`src/design/lbtc_pkg.sv`:
```
// Shared constants, operation codes and controller interface types of the LRU block tag cache.
`timescale 1ns / 1ps

package lbtc_pkg;

   // Table geometry and key widths.
   localparam int ENTRIES       = 64;
   localparam int DISK_ID_BITS  = 8;
   localparam int BLOCK_ID_BITS = 16;
   localparam int TIME_BITS     = 32;
   localparam int CAP_BITS      = 7;
   localparam int SLOT_BITS     = $clog2(ENTRIES);
   localparam int CNT_BITS      = $clog2(ENTRIES + 1);
   localparam int CMD_BITS      = 2;

   // One stored entry: key in the low bits, time of last use above it.
   localparam int KEY_BITS      = DISK_ID_BITS + BLOCK_ID_BITS;
   localparam int WORD_BITS     = KEY_BITS + TIME_BITS;

   // Request and response packing on the stream buses, padded to whole bytes.
   localparam int REQ_BITS      = CMD_BITS + DISK_ID_BITS + BLOCK_ID_BITS;
   localparam int REQ_DATA_BITS = ((REQ_BITS + 7) / 8) * 8;
   localparam int RSP_BITS      = 3 + SLOT_BITS;
   localparam int RSP_DATA_BITS = ((RSP_BITS + 7) / 8) * 8;

   // Operation codes.
   typedef enum logic [CMD_BITS-1:0] {
      CMD_GET   = 2'd0,
      CMD_PUT   = 2'd1,
      CMD_CLEAR = 2'd2,
      CMD_NOP   = 2'd3
   } lbtc_op_type;

   // Commands from the controller to the datapath.
   typedef struct packed {
      logic load;
      logic scan_step;
      logic commit;
   } lbtc_cmd_type;

   // Status from the datapath to the controller.
   typedef struct packed {
      logic scan_skip;
      logic scan_last;
      logic out_free;
   } lbtc_stat_type;

endpackage

```
`src/design/lbtc_ram.sv`:
```
// Generic single-port-write, single-port-read RAM with registered read data.
`timescale 1ns / 1ps

module lbtc_ram #(
   parameter int  WIDTH     = 8,
   parameter int  DEPTH     = 64,
   localparam int ADDR_BITS = $clog2(DEPTH)
) (
   input  logic                 clock,
   input  logic                 wr_en,
   input  logic [ADDR_BITS-1:0] wr_addr,
   input  logic [WIDTH-1:0]     wr_data,
   input  logic                 rd_en,
   input  logic [ADDR_BITS-1:0] rd_addr,
   output logic [WIDTH-1:0]     rd_data
);

   logic [WIDTH-1:0] mem [DEPTH];
   logic [WIDTH-1:0] rd_data_ff;

   // Write port and registered read port.
   always_ff @(posedge clock) begin
      if (wr_en) begin
         mem[wr_addr] <= wr_data;
      end
      if (rd_en) begin
         rd_data_ff <= mem[rd_addr];
      end
   end

   assign rd_data = rd_data_ff;

endmodule

```
`src/design/lbtc_ctrl.sv`:
```
// Sequencing state machine of the LRU block tag cache.
`timescale 1ns / 1ps

module lbtc_ctrl
   import lbtc_pkg::*;
(
   input  logic          clock,
   input  logic          reset,
   input  logic          req_tvalid,
   output logic          req_tready,
   input  lbtc_stat_type stat,
   output lbtc_cmd_type  cmd
);

   typedef enum logic [1:0] {
      ST_IDLE,
      ST_SCAN,
      ST_DRAIN,
      ST_COMMIT
   } state_type;

   state_type state_ff;
   state_type state_in;

   // Next state: walk the filled slots, let the last read land, then commit.
   always_comb begin
      state_in = state_ff;
      unique case (state_ff)
         ST_IDLE: begin
            if (req_tvalid) begin
               state_in = ST_SCAN;
            end
         end
         ST_SCAN: begin
            priority if (stat.scan_skip) begin
               state_in = ST_COMMIT;
            end else if (stat.scan_last) begin
               state_in = ST_DRAIN;
            end
         end
         ST_DRAIN: begin
            state_in = ST_COMMIT;
         end
         ST_COMMIT: begin
            if (stat.out_free) begin
               state_in = ST_IDLE;
            end
         end
         default: begin
            state_in = ST_IDLE;
         end
      endcase
   end

   always_ff @(posedge clock) begin
      if (reset) begin
         state_ff <= ST_IDLE;
      end else begin
         state_ff <= state_in;
      end
   end

   // Commands to the datapath.
   assign req_tready    = (state_ff == ST_IDLE);
   assign cmd.load      = (state_ff == ST_IDLE) && req_tvalid;
   assign cmd.scan_step = (state_ff == ST_SCAN) && !stat.scan_skip;
   assign cmd.commit    = (state_ff == ST_COMMIT) && stat.out_free;

endmodule

```
`src/design/lbtc_datapath.sv`:
```
// Tag store, scan compare, LRU search, counters and response register of the tag cache.
`timescale 1ns / 1ps

module lbtc_datapath
   import lbtc_pkg::*;
(
   input  logic                     clock,
   input  logic                     reset,
   input  lbtc_cmd_type             cmd,
   output lbtc_stat_type            stat,
   input  logic [REQ_DATA_BITS-1:0] req_tdata,
   input  logic                     csr_wr_en,
   input  logic [CAP_BITS-1:0]      csr_wr_data,
   output logic                     rsp_tvalid,
   input  logic                     rsp_tready,
   output logic [RSP_DATA_BITS-1:0] rsp_tdata
);

   // Latched transaction.
   lbtc_op_type              op_ff;
   logic [DISK_ID_BITS-1:0]  disk_ff;
   logic [BLOCK_ID_BITS-1:0] block_ff;

   // Persistent state.
   logic [TIME_BITS-1:0]     time_ff;
   logic [CNT_BITS-1:0]      fill_ff;
   logic [CAP_BITS-1:0]      cap_ff;

   // Scan state.
   logic [SLOT_BITS-1:0]     idx_ff;
   logic                     cmp_vld_ff;
   logic [SLOT_BITS-1:0]     cmp_idx_ff;
   logic                     hit_ff;
   logic [SLOT_BITS-1:0]     hit_slot_ff;
   logic [SLOT_BITS-1:0]     best_slot_ff;
   logic [TIME_BITS-1:0]     best_age_ff;

   // Response register.
   logic                     rsp_tvalid_ff;
   logic                     rsp_hit_ff;
   logic                     rsp_valid_ff;
   logic [SLOT_BITS-1:0]     rsp_slot_ff;
   logic                     rsp_evicted_ff;

   logic                     is_getput;
   logic [CNT_BITS-1:0]      cap_eff;
   logic                     has_room;
   logic [WORD_BITS-1:0]     rd_word;
   logic [TIME_BITS-1:0]     rd_age;
   logic                     rd_match;
   logic                     wr_en;
   logic [SLOT_BITS-1:0]     wr_slot;

   assign is_getput = (op_ff == CMD_GET) || (op_ff == CMD_PUT);

   // Capacity register clamped into one to the entry count.
   always_comb begin
      priority if (cap_ff == '0) begin
         cap_eff = CNT_BITS'(1);
      end else if (32'(cap_ff) > 32'(ENTRIES)) begin
         cap_eff = CNT_BITS'(ENTRIES);
      end else begin
         cap_eff = CNT_BITS'(cap_ff);
      end
   end

   assign has_room = (fill_ff < cap_eff);

   // Status for the controller.
   assign stat.scan_skip = !is_getput || (fill_ff == '0);
   assign stat.scan_last = ((CNT_BITS'(idx_ff) + CNT_BITS'(1)) == fill_ff);
   assign stat.out_free  = !rsp_tvalid_ff || rsp_tready;

   // Compare of the entry read in the previous cycle.
   assign rd_match = (rd_word[KEY_BITS-1:0] == {block_ff, disk_ff});
   assign rd_age   = time_ff - rd_word[WORD_BITS-1:KEY_BITS];

   // Slot written at commit: a hit refreshes, a put miss fills or replaces.
   always_comb begin
      priority if (hit_ff) begin
         wr_slot = hit_slot_ff;
      end else if (has_room) begin
         wr_slot = fill_ff[SLOT_BITS-1:0];
      end else begin
         wr_slot = best_slot_ff;
      end
   end

   assign wr_en = cmd.commit && is_getput && (hit_ff || (op_ff == CMD_PUT));

   lbtc_ram #(
      .WIDTH (WORD_BITS),
      .DEPTH (ENTRIES)
   ) u_tag_ram (
      .clock   (clock),
      .wr_en   (wr_en),
      .wr_addr (wr_slot),
      .wr_data ({time_ff, block_ff, disk_ff}),
      .rd_en   (cmd.scan_step),
      .rd_addr (idx_ff),
      .rd_data (rd_word)
   );

   // Transaction latch and scan bookkeeping.
   always_ff @(posedge clock) begin
      if (cmd.load) begin
         op_ff    <= lbtc_op_type'(req_tdata[CMD_BITS-1:0]);
         disk_ff  <= req_tdata[CMD_BITS +: DISK_ID_BITS];
         block_ff <= req_tdata[CMD_BITS+DISK_ID_BITS +: BLOCK_ID_BITS];
         idx_ff   <= '0;
         hit_ff   <= 1'b0;
      end else begin
         if (cmd.scan_step) begin
            idx_ff     <= idx_ff + SLOT_BITS'(1);
         end
         if (cmp_vld_ff) begin
            if (!hit_ff && rd_match) begin
               hit_ff      <= 1'b1;
               hit_slot_ff <= cmp_idx_ff;
            end
            if ((cmp_idx_ff == '0) || (rd_age > best_age_ff)) begin
               best_slot_ff <= cmp_idx_ff;
               best_age_ff  <= rd_age;
            end
         end
      end
      cmp_idx_ff <= idx_ff;
   end

   always_ff @(posedge clock) begin
      if (reset) begin
         cmp_vld_ff <= 1'b0;
      end else begin
         cmp_vld_ff <= cmd.scan_step;
      end
   end

   // Capacity register, fill count and time counter.
   always_ff @(posedge clock) begin
      if (reset) begin
         cap_ff  <= CAP_BITS'(ENTRIES);
         fill_ff <= '0;
         time_ff <= '0;
      end else begin
         if (csr_wr_en) begin
            cap_ff <= csr_wr_data;
         end
         if (cmd.commit) begin
            unique case (op_ff)
               CMD_GET: begin
                  time_ff <= time_ff + TIME_BITS'(1);
               end
               CMD_PUT: begin
                  time_ff <= time_ff + TIME_BITS'(1);
                  if (!hit_ff && has_room) begin
                     fill_ff <= fill_ff + CNT_BITS'(1);
                  end
               end
               CMD_CLEAR: begin
                  fill_ff <= '0;
                  time_ff <= '0;
               end
               CMD_NOP: begin
                  fill_ff <= fill_ff;
               end
            endcase
         end
      end
   end

   // Response register: loaded at commit, held until the transaction is taken.
   always_ff @(posedge clock) begin
      if (reset) begin
         rsp_tvalid_ff <= 1'b0;
      end else if (cmd.commit) begin
         rsp_tvalid_ff <= 1'b1;
      end else if (rsp_tready) begin
         rsp_tvalid_ff <= 1'b0;
      end
   end

   always_ff @(posedge clock) begin
      if (cmd.commit) begin
         rsp_hit_ff     <= is_getput && hit_ff;
         rsp_valid_ff   <= is_getput && (hit_ff || (op_ff == CMD_PUT));
         rsp_evicted_ff <= (op_ff == CMD_PUT) && !hit_ff && !has_room;
         if (is_getput && (hit_ff || (op_ff == CMD_PUT))) begin
            rsp_slot_ff <= wr_slot;
         end else begin
            rsp_slot_ff <= '0;
         end
      end
   end

   assign rsp_tvalid = rsp_tvalid_ff;
   assign rsp_tdata  = RSP_DATA_BITS'({rsp_evicted_ff, rsp_slot_ff, rsp_valid_ff, rsp_hit_ff});

endmodule

```
`src/design/lru_block_tag_cache_unit.sv`:
```
// Top level of the LRU block tag cache: controller, datapath and stream ports.
`timescale 1ns / 1ps

// Fully associative tag cache for (disk, block) keys with least-recently-used
// replacement. Get looks a key up and refreshes it on a hit; put refreshes on
// a hit, otherwise fills the next free slot below the capacity register or
// replaces the entry with the oldest time stamp (lowest slot on a tie); clear
// empties the table and zeroes the time counter. The returned slot indexes an
// external data memory. Each get or put reads the filled slots one per cycle
// from the tag RAM, waits for the last read to land and then commits; a clear,
// a no-operation or a get or put on an empty table skips the scan. Exactly one
// response follows every request, and the next request is taken once the
// previous response is registered. The capacity register may be written only
// while no transaction is in flight.

module lru_block_tag_cache_unit
   import lbtc_pkg::*;
(
   input  logic                     clock,
   input  logic                     reset,
   // Request stream.
   input  logic                     req_tvalid,
   output logic                     req_tready,
   // [1:0] command, [9:2] disk_id, [25:10] block_id, upper bits zero
   input  logic [REQ_DATA_BITS-1:0] req_tdata,
   // Response stream.
   output logic                     rsp_tvalid,
   input  logic                     rsp_tready,
   // [0] hit, [1] slot_valid, [7:2] slot, [8] evicted, upper bits zero
   output logic [RSP_DATA_BITS-1:0] rsp_tdata,
   // Capacity register write.
   input  logic                     csr_wr_en,
   input  logic [CAP_BITS-1:0]      csr_wr_data
);

   lbtc_cmd_type  cmd;
   lbtc_stat_type stat;

   lbtc_ctrl u_ctrl (
      .clock      (clock),
      .reset      (reset),
      .req_tvalid (req_tvalid),
      .req_tready (req_tready),
      .stat       (stat),
      .cmd        (cmd)
   );

   lbtc_datapath u_datapath (
      .clock       (clock),
      .reset       (reset),
      .cmd         (cmd),
      .stat        (stat),
      .req_tdata   (req_tdata),
      .csr_wr_en   (csr_wr_en),
      .csr_wr_data (csr_wr_data),
      .rsp_tvalid  (rsp_tvalid),
      .rsp_tready  (rsp_tready),
      .rsp_tdata   (rsp_tdata)
   );

endmodule
```
`config.mk`:
```
export PLATFORM = sky130hd
export DESIGN_NAME = lru_block_tag_cache_unit
export DESIGN_NICKNAME = d
export VERILOG_FILES = /design/src/design/lbtc_pkg.sv /design/src/design/lbtc_ram.sv /design/src/design/lbtc_ctrl.sv /design/src/design/lbtc_datapath.sv /design/src/design/lru_block_tag_cache_unit.sv
export SDC_FILE = /design/constraint.sdc
export NUM_CORES = 2
export LEC_CHECK = 0
export ABC_AREA = 1
export ABC_CLOCK_PERIOD_IN_PS = 7900
export BUFFER_PORTS_ARGS = -buffer_cell sky130_fd_sc_hd__buf_2
export CAP_MARGIN = 10
export CORE_MARGIN = 5
export CORE_UTILIZATION = 45
export DETAILED_ROUTE_END_ITERATION = 7
export MAX_ROUTING_LAYER = met4
export PLACE_DENSITY = 0.69
export SLEW_MARGIN = 30
export SYNTH_ARGS = -nofsm -noshare
export SYNTH_HDL_FRONTEND = slang
export SYNTH_HIERARCHICAL = 1
export SYNTH_SLANG_ARGS = --single-unit
```
`constraint.sdc`:
```
create_clock -name clock -period 7.9 [get_ports clock]
set_clock_uncertainty 0.15 [all_clocks]
set_input_delay 0.395 -clock clock [delete_from_list [all_inputs] [get_ports clock]]
set_output_delay 0.395 -clock clock [all_outputs]
set_load 0.05 [all_outputs]
```
==> qor.yml <==
status: "finished, final reports clean"
cp_num_buf_inv: 3
cp_cell_sequence: "clkinv_1, nand3_1, nand2_1, inv_1, nand4_1, nor2_4, buf_4"
hpwl_um: 229000
drt-initial-drc-count: 14300
die_y_um: 595
final_core_utilization_pct: 50.3
hold_start: "req_tdata[13]"
holdWs_ns: 0.0408
max_stage_delay_ns: 1.10
fin_crit_ns: 5.54
slew_violations: 0
area_growth_pct: 11.6
r2r_slack_ns: 2.36
final_cells: 17800
post_cts_resized: 0
leakagePower_nw: 61.5
r2r-start: "u_datapath/hit_ff$_SDFFE_PP0P_"
cp_top_family: "simple AND/OR/NAND/NOR gates"
grt_usage_pct: 25.1
cp.required_ns: 8.30
vias_per_cell: 5.86
vias: 105000
cp-end-kind: "flip-flop"
grt_max_degree: 198
min_path_cells: 2
seq_area_frac_synth_pct: 73.2
cp.arrival_ns: 5.94
numCtsBuffers: 373
worstSkewPairLatency_ns: 0.94
rows: 215
initial_core_util_pct: 45.1
crit_path_end: "u_datapath/u_tag_ram/mem[11][10]$_DFFE_PP_"
die-area_um2: 355000
holdCritPathClass: "input pin to flip-flop"
ys_types: 51
clock.fmax_mhz: 180
synth.avg_cell_area_um2: 11.8
clk_path_buf_depth: 4
vdd_ir_drop_max_v: 0.000277
first_pass_iters: 6
cp.depth: 7
postPlaceCellArea_um2: 160000
critPathKind: "flip-flop to flip-flop"
critPathLaunch: "u_datapath/hit_ff$_SDFFE_PP0P_"
wl_um: 445000
dp.cells: 17100
avgRoutedWirePerCell_um: 25.0
antenna_left: 0
grt_overflow: 0
finalSetupViolCount: 0
syn_area_um2: 154000
clkTransAtPathRegs_ns: 0.06
rsz0062_at_grt: "no"
postLayoutCellArea_um2: 172000
path_max_fanout: 23
relSlewSlack_pct: 26.9
drc: 0
place_congestion: 0.865
cts.sinks: 3782
core_um2: 342000
finalCritPeriodShare_pct: 70.2
die_w_um: 595
ys_seq_elements: 3782
reg2reg_depth: 7
powerDensity_nw_per_um2: 257
io_buffers: 48
crit_slowest_cell: "nor2_4"
first_global_vias: 97600
critical_path.startpoint_type: "flip-flop"
cts-root-buf: "clkbuf_16"
yosys_warnings: 6
drive_above_1_share_pct: 7.28
antenna_found_initial: 12
grt_pass1_wl_um: 650000
r2r-end: "u_datapath/u_tag_ram/mem[11][10]$_DFFE_PP_"
num-fill-cells: 28600
boundaryPins: 62
layout.nets: 13100
cts_max_level: 5
hold_viol_final: 0
syn_inst: 13000
maxCapViolations: 0
worstMarginPinSlew_ns: 1.10
cts_tree: "yes"
flip-flops by register name, indices dropped and copies added (netlist names), 7 cells and up:
signal                        flops
u_datapath/disk_ff                8
u_datapath/time_ff               32
u_datapath/u_tag_ram/rd_data     56
u_datapath/cap_ff                 7
u_datapath/u_tag_ram/mem       3584
u_datapath/block_ff              16
u_datapath/fill_ff                7
u_datapath/best_age_ff           32
metrics by stage:
stage	TNS, ns	total power [mW]	setup slack, ns
after global routing	0	45.6	2.21
after CTS	0	44.4	2.47
after floorplan	-140.89	25.8	-0.345
after global placement	0	27.4	2.32
after detailed placement	0	27.5	2.52
final	0	44.3	2.36
worst min path at each step:
stage	end	slack [ns]
global placement	u_datapath/hit_slot_ff[1]$_DFFE_PP_	0.30
CTS	u_datapath/block_ff[1]$_DFFE_PP_	0.001
floorplan	u_datapath/cmp_idx_ff[1]$_DFF_P_	0.22
detailed placement	u_datapath/hit_slot_ff[4]$_DFFE_PP_	0.30
global route	u_datapath/block_ff[3]$_DFFE_PP_	0.04
finish	u_datapath/block_ff[3]$_DFFE_PP_	0.04
Yosys cell counts (all sizes together):
| master | number | share of area, % |
|---|---|---|
| dfxtp | 63 | 0.82 |
| o21ai | 57 | 0.20 |
| o211ai | 2 | 0.0097 |
| xnor2 | 8 | 0.045 |
| edfxtp | 3719 | 72 |
| nor3b | 11 | 0.057 |
| or3b | 1 | 0.0057 |
| nor3 | 36 | 0.13 |
| ha | 76 | 0.62 |
| nand2 | 4231 | 10 |
| clkinv | 1 | 0.0024 |
| o22ai | 1 | 0.0041 |
| inv | 199 | 0.48 |
| a21oi | 107 | 0.35 |
| nor2 | 194 | 0.49 |
| xor2 | 49 | 0.28 |
| a31oi | 2 | 0.0081 |
| o41ai | 1 | 0.0057 |
| a21o | 4 | 0.019 |
| o211a | 1 | 0.0065 |
| a21boi | 3 | 0.019 |
| and3b | 1 | 0.0057 |
| nand3 | 3387 | 11 |
| clkbuf | 243 | 0.59 |
| nand3b | 5 | 0.024 |
| o21a | 6 | 0.029 |
| a211oi | 3 | 0.023 |
| nand4 | 36 | 0.15 |
| nor4 | 18 | 0.073 |
| and3 | 1 | 0.0041 |
| or2 | 3 | 0.012 |
| fa | 1 | 0.013 |
| buf | 563 | 1.8 |
| o2111ai | 1 | 0.0057 |
| conb | 1 | 0.0024 |
worst register-to-register path, stage by stage (launching register included):
cell	delay, ns
dfxtp_1	0.83
clkinv_1	0.64
nand3_1	0.31
nand2_1	0.34
inv_1	0.37
nand4_1	0.80
nor2_4	1.10
buf_4	0.57
final cells by class:
type | count | area (um^2) | area share, %
Clock buffer | 464 | 9840 | 5.72
Clock inverter | 188 | 1700 | 0.989
Inverter | 200 | 791 | 0.460
Tap cell | 4557 | 5700 | 3.31
Sequential cell | 3782 | 113000 | 65.7
Timing Repair Buffer | 377 | 3650 | 2.12
Multi-Input combinational cell | 8253 | 37400 | 21.7
Antenna cell | 5 | 12.5 | 0.00727
power by group:
| group | internal (mW) | switching (mW) |
|---|---|---|
| Sequential | 22.3 | 0.0776 |
| Clock | 9.65 | 7.44 |
| Combinational | 1.11 | 3.68 |
placed cells by master (no fill, tap or decap), types with 7 or more instances in the layout:
cell type / netlist / routed
buf_16: 0 / 9
nor2_1: 187 / 130
nor3_1: 33 / 33
clkbuf_1: 243 / 82
clkinv_2: 0 / 66
nor3b_1: 10 / 10
dlygate4sd3_1: 0 / 58
bufinv_16: 0 / 25
nand4_1: 36 / 36
edfxtp_1: 3719 / 3719
o21ai_1: 7 / 7
dfxtp_1: 63 / 25
nor4_2: 0 / 7
conb_1: 1 / 7
inv_1: 187 / 184
ha_1: 76 / 76
dfxtp_2: 0 / 32
buf_2: 453 / 48
o21ai_0: 47 / 47
buf_12: 0 / 48
clkbuf_16: 0 / 380
buf_4: 25 / 210
nand3_1: 3383 / 3383
xor2_1: 49 / 49
clkinvlp_4: 0 / 8
xnor2_1: 8 / 8
a21oi_1: 107 / 106
nor4_1: 18 / 10
inv_2: 12 / 9
nand2_1: 4226 / 4226
nor2_4: 2 / 59
clkinv_1: 1 / 73
cells by family (layout without fill, tap and decap cells):
family	after synthesis	in the layout	share of synthesized area (%)
other	1	12	0.00243
adders and majority gates	77	77	0.630
DFF	3782	3782	73.2
buffers and inverters	1006	1229	2.88
xor gates and xnor gates	57	57	0.324
AOI/OAI and AO/OA	188	188	0.675
and+or+nand+nor	7924	7924	22.3
layer usage:
metal / vias up / part of all wire, % / global-route usage [%]
met3: 1087 / 11 / 3.93
met1: 51000 / 39 / 33.8
met2: 6343 / 46 / 38.4
met4: 0 / 4.7 / 10.3
met5: - / 0 / -
li1: 46100 / - / -
what timing repair did:
| action | in CTS | in global routing |
|---|---|---|
| endpoints found under the hold margin | 72 | 0 |
| hold buffers | 58 | 0 |
| setup buffers | 0 | 0 |
(Power assumes the default switching activity.)
